===== src/rtl/gbem_pkg.sv =====
// ----------------------------------------------------------------------------
// gbem_pkg
// Types and constants for the grain boundary energy/mobility pipeline.
// ----------------------------------------------------------------------------
package gbem_pkg;

  localparam int ANGLE_W  = 16;             // Q8.8 angle
  localparam int ENERGY_W = 26;             // Q2.24 energy
  localparam int MOB_W    = 32;             // mobility, units of 1e-12
  localparam int X_W      = ANGLE_W + 1;    // x in Q1.16, up to 1.0
  localparam int CFG_IDX_W = 3;
  localparam int CFG_DATA_W = 32;
  localparam int DIV_STAGES = X_W;          // one quotient bit per stage

  typedef enum logic [CFG_IDX_W-1:0] {
    REG_HIGH_ANGLE_LIMIT    = 3'd0,
    REG_HIGH_ANGLE_ENERGY   = 3'd1,
    REG_HIGH_ANGLE_MOBILITY = 3'd2,
    REG_TENSILE_TWIN_ENERGY = 3'd3,
    REG_COMPRESS_TWIN_ENERGY = 3'd4
  } cfg_reg_t;

  typedef enum logic [1:0] {
    TWIN_OTHER    = 2'd0,
    TWIN_TENSILE  = 2'd1,
    TWIN_COMPRESS = 2'd2
  } twin_kind_t;

  localparam logic [ANGLE_W-1:0]  RST_LIMIT    = 16'd3840;
  localparam logic [ENERGY_W-1:0] RST_E_HIGH   = 26'd15099494;
  localparam logic [MOB_W-1:0]    RST_M_HIGH   = 32'd2500000;
  localparam logic [ENERGY_W-1:0] RST_E_TT1    = 26'd42;
  localparam logic [ENERGY_W-1:0] RST_E_CT1    = 26'd42;

  localparam logic [31:0] LN2_Q32   = 32'hB17217F8;
  localparam logic [15:0] RECIP6    = 16'd43691;  // ceil(2^18/6)
  localparam int          RECIP6_SH = 18;
  localparam logic [11:0] RECIP24   = 12'd2731;   // ceil(2^16/24)
  localparam int          RECIP24_SH = 16;

  // Per-item sideband carried down the whole pipe.
  typedef struct packed {
    logic       low;   // angle at or below the high-angle limit
    logic       twin;
    logic [1:0] kind;
  } side_t;

endpackage


===== src/rtl/gbem_div.sv =====
// ----------------------------------------------------------------------------
// gbem_div
// Pipelined restoring divider: quo = (angle << 16) / lim, for angle <= lim.
// ----------------------------------------------------------------------------
module gbem_div import gbem_pkg::*; (
  input  logic                  clk,
  input  logic [DIV_STAGES-1:0] en,
  input  logic [ANGLE_W-1:0]    angle,
  input  logic [ANGLE_W-1:0]    lim,
  output logic [X_W-1:0]        quo
);

  logic [ANGLE_W-1:0] rem [0:DIV_STAGES-1];
  logic [ANGLE_W-1:0] dl  [0:DIV_STAGES-1];
  logic [X_W-1:0]     qr  [0:DIV_STAGES-1];

  // Integer bit: with angle <= lim it is set only when they are equal.
  always_ff @(posedge clk) begin
    if (en[0]) begin
      dl[0]  <= lim;
      qr[0]  <= {{(X_W-1){1'b0}}, angle == lim};
      rem[0] <= (angle == lim) ? '0 : angle;
    end
  end

  for (genvar i = 1; i < DIV_STAGES; i++) begin : g_step
    logic [ANGLE_W:0] rem2;
    logic [ANGLE_W:0] diff;
    logic             ge;
    assign rem2 = {rem[i-1], 1'b0};
    assign diff = rem2 - {1'b0, dl[i-1]};
    assign ge   = rem2 >= {1'b0, dl[i-1]};
    always_ff @(posedge clk) begin
      if (en[i]) begin
        dl[i]  <= dl[i-1];
        rem[i] <= ge ? diff[ANGLE_W-1:0] : rem2[ANGLE_W-1:0];
        qr[i]  <= {qr[i-1][X_W-2:0], ge};
      end
    end
  end

  assign quo = qr[DIV_STAGES-1];

endmodule


===== config.mk =====
export PLATFORM = sky130hd
export DESIGN_NAME = gbem_div
export DESIGN_NICKNAME = d
export VERILOG_FILES = /design/src/rtl/gbem_pkg.sv /design/src/rtl/gbem_div.sv
export SDC_FILE = /design/constraint.sdc
export NUM_CORES = 1
export LEC_CHECK = 0
export BUFFER_PORTS_ARGS = -buffer_cell sky130_fd_sc_hd__buf_2
export CORE_MARGIN = 2
export CORE_UTILIZATION = 30
export DETAILED_ROUTE_END_ITERATION = 8
export PLACE_DENSITY = 0.46
export REMOVE_ABC_BUFFERS = 1
export SETUP_SLACK_MARGIN = 0.15
export SYNTH_ARGS = -nofsm -noshare
export SYNTH_HDL_FRONTEND = slang
export SYNTH_SLANG_ARGS = --single-unit

===== constraint.sdc =====
create_clock -name clk -period 3.1 [get_ports clk]
set_input_delay 0.31 -clock clk [delete_from_list [all_inputs] [get_ports clk]]
set_output_delay 0.31 -clock clk [all_outputs]
set_load 0.05 [all_outputs]

==> reports/metrics.yaml <==
worst_setup_path:
  critPathKind: "flip-flop to flip-flop"
  cpPeakStageDelay_ps: 390
  worst_setup_path_end_kind: "flip-flop"
  cpMaxStageDelayCell: "edfxtp_1"
  arrival_ps: 3350
  rrSetupSlack_ps: 150
  crit_required_ps: 3500
  crit_top_cell: "o31ai_4"
  worstPathCellList: "ha_1 > a21o_1 > or3_1 > o221a_4 > o31ai_4 > a211oi_4 > o31ai_4 > buf_6 > mux2_2"
  r2r_end: "rem[0][53]"
  critPathLaunchType: "flip-flop"
  crit_fanout: 5
  r2r-start: "rem[0][35]"
  rr_worst_depth: 9
final_layout:
  fill_cells: 11400
  area.growth.synth_to_final_pct: 19.5
  final_cell_mix: "edfxtp_1, inv_1, ha_1"
  final_common_cell: "edfxtp_1"
  drive_above_1_share_pct: 17.7
  nets: 3477
clock_network:
  tritoncts: "yes"
  clk_latency_ps: 650
  clock_sinks: 665
  path_clk_slew_ps: 60
  cts_buffers: 77
  htree_levels: 3
  cts_buffer_depth: 3
  cts_root_buf: "clkbuf_16"
sta:
  hold_viol_final: 0
  worst_pin_slew_ps: 1100
  rsz0062_at_grt: "yes"
  drv_slew: 0
  finalHoldWorstSlack_ps: 98.3
  slew_headroom_pct: 26.4
  min_period_ps: 2950
  fmax_mhz: 339
  finalSetupViolCount: 0
  setup_tns_ps: 0
  min_period_over_period_pct: 95.2
  finClkSkew_ps: 20.0
synth:
  synthesis.instances: 2847
  synth_area_per_cell_um2: 12.3
  synth_edf_count: 665
  synth_warnings: 0
  ys_ff_latch: 665
  async_flop_share_pct: 0
  yosysSeqAreaShare_pct: 57.0
  synth.distinct_cells: 69
  syn_area_um2: 35000
  synth_flop_cell: "edfxtp_1"
floorplan:
  start_util_pct: 30.2
  rows: 125
  core_um2: 116000
  die_x_um: 346
  io_pins: 67
  die_height_um: 346
  dieArea_um2: 120000
placement:
  io_buffers: 66
  dp_hpwl_mm: 56.8
  place.gp.congestion: 0.829
drt:
  wl_per_cell_um: 16.1
  ant_nets: 0
  dr.pass1.iters: 5
  vias_per_cell: 4.63
  num_vias: 22000
  drt_wl_total_mm: 76.4
  drtIter0Drc: 1235
  route.detailed.drc: 0
run_status:
  status: "completed"
pwr:
  power_density_nw_per_um2: 1000
  power.total_uw: 41800
  ir_drop_mv: 0.482
  p_leak_uw: 0.0166
global_routing:
  gr-total-overflow: 0
  antenna_found_initial: 1
  grt_max_degree: 49
  grt_pass1_wl_mm: 121
  grt_usage_pct: 12.6
  grt_pass1_vias: 22200
hold_path:
  holdCritPathClass: "input port to flip-flop"
  holdPathStages: 1
  holdCritStartpoint: "en[14]"
  hold_end: "qr[1][105]"
flow_run:
  drv_cap: 0
[power breakdown]
part,total (uW),internal [uW],switching [uW]
clock network,8660,4880,3780
logic,18700,9410,9320
registers,14500,13200,1290
total,41800,27500,14400
[layer usage]
metal	wire (um)	track usage [%]	vias up
met4	2420	4.24	0
met2	38700	22.8	221
met5	0	0	-
met1	33300	15.2	10500
li1	-	-	11200
met3	1930	2.08	142
[how the worst max path moves through the flow]
stage	start	end	slack [ps]	depth (start not counted)
finish	rem[0][35]	rem[0][53]	150	9
global route	rem[0][35]	rem[0][53]	30	9
CTS	rem[0][112]	rem[0][142]	50	11
detailed placement	rem[0][112]	rem[0][142]	-30	11
global placement	rem[0][112]	rem[0][142]	-30	11
floorplan	rem[0][160]	rem[0][183]	-760	9
[registers in the layout, indices dropped and copies added (netlist names)]
signal / flops
qr: 153
dl: 256
rem: 256
[critical path, delay by kind of cell (launching register included)]
kind / cells / cell delay, ps
AOI/OAI and AO/OA: 5 / 1160
muxes: 1 / 330
adders and majority gates: 1 / 320
DFF: 1 / 390
buffers and inverters: 1 / 190
and+or+nand+nor: 1 / 320
[timing repair]
action                                  CTS  global route
hold buffers                             32             0
setup buffers                            14            32
endpoints found under the setup margin   95           149
pin swaps                                14            48
endpoints found under the hold margin    32             0
resized for setup                        35           102
gates cloned                              0             4
[kinds of logic (layout without fill, tap and decap cells)]
kind of cell,Yosys count,after routing,synth area share (%)
xor gates and xnor gates,164,164,4.10
adders and majority gates,270,270,9.97
muxes,141,141,4.68
DFF,665,665,57.0
AOI/OAI and AO/OA,608,608,11.5
and+or+nand+nor,658,658,9.01
buffers and inverters,341,712,3.75
other,0,1,0
[per-stage QoR]
stage | area (um^2) | setup slack [ps] | instances | utilization, %
after floorplan | 34900 | -759 | 2815 | -
after global placement | 38100 | -30.7 | 4520 | 32.8
after detailed placement | 38100 | -31.8 | 4520 | 32.8
after CTS | 41100 | 54.7 | 4706 | 35.4
after global routing | 41900 | 28.2 | 4743 | 36.1
final | 41900 | 148 | 4743 | 36.1
[final cells by class]
cell class / count / area [um^2] / area share [%]
antenna: 1 / 2.50 / 0.00598
inverter: 309 / 1160 / 2.78
sequential: 665 / 20000 / 47.7
tap: 1524 / 1910 / 4.56
clock buffer: 95 / 1990 / 4.77
multi-input combinational: 1841 / 14300 / 34.3
timing repair buffer: 263 / 2090 / 4.99
clock inverter: 45 / 387 / 0.924
[synthesized netlist by cell type, types with 20 or more instances]
| cell | number | share of area (%) |
|---|---|---|
| nor3_1 | 72 | 1.0 |
| nand2b_1 | 33 | 0.59 |
| o31a_1 | 20 | 0.50 |
| mux2_2 | 116 | 3.7 |
| or3_1 | 21 | 0.38 |
| inv_1 | 309 | 3.3 |
| a211oi_1 | 24 | 0.51 |
| xor2_1 | 67 | 1.7 |
| and2_1 | 25 | 0.45 |
| nand4_1 | 39 | 0.70 |
| ha_1 | 255 | 9.1 |
| edfxtp_1 | 665 | 57 |
| a21o_1 | 56 | 1.2 |
| a21oi_1 | 157 | 2.2 |
| nand2_1 | 160 | 1.7 |
| o31ai_1 | 37 | 0.79 |
| xnor2_1 | 97 | 2.4 |
| nor2b_1 | 41 | 0.73 |
| o21ai_0 | 138 | 2.0 |
| o21a_1 | 52 | 1.1 |
| nand3_1 | 29 | 0.41 |
| nor2_1 | 186 | 2.0 |
Power figures use the tool's default switching activity.
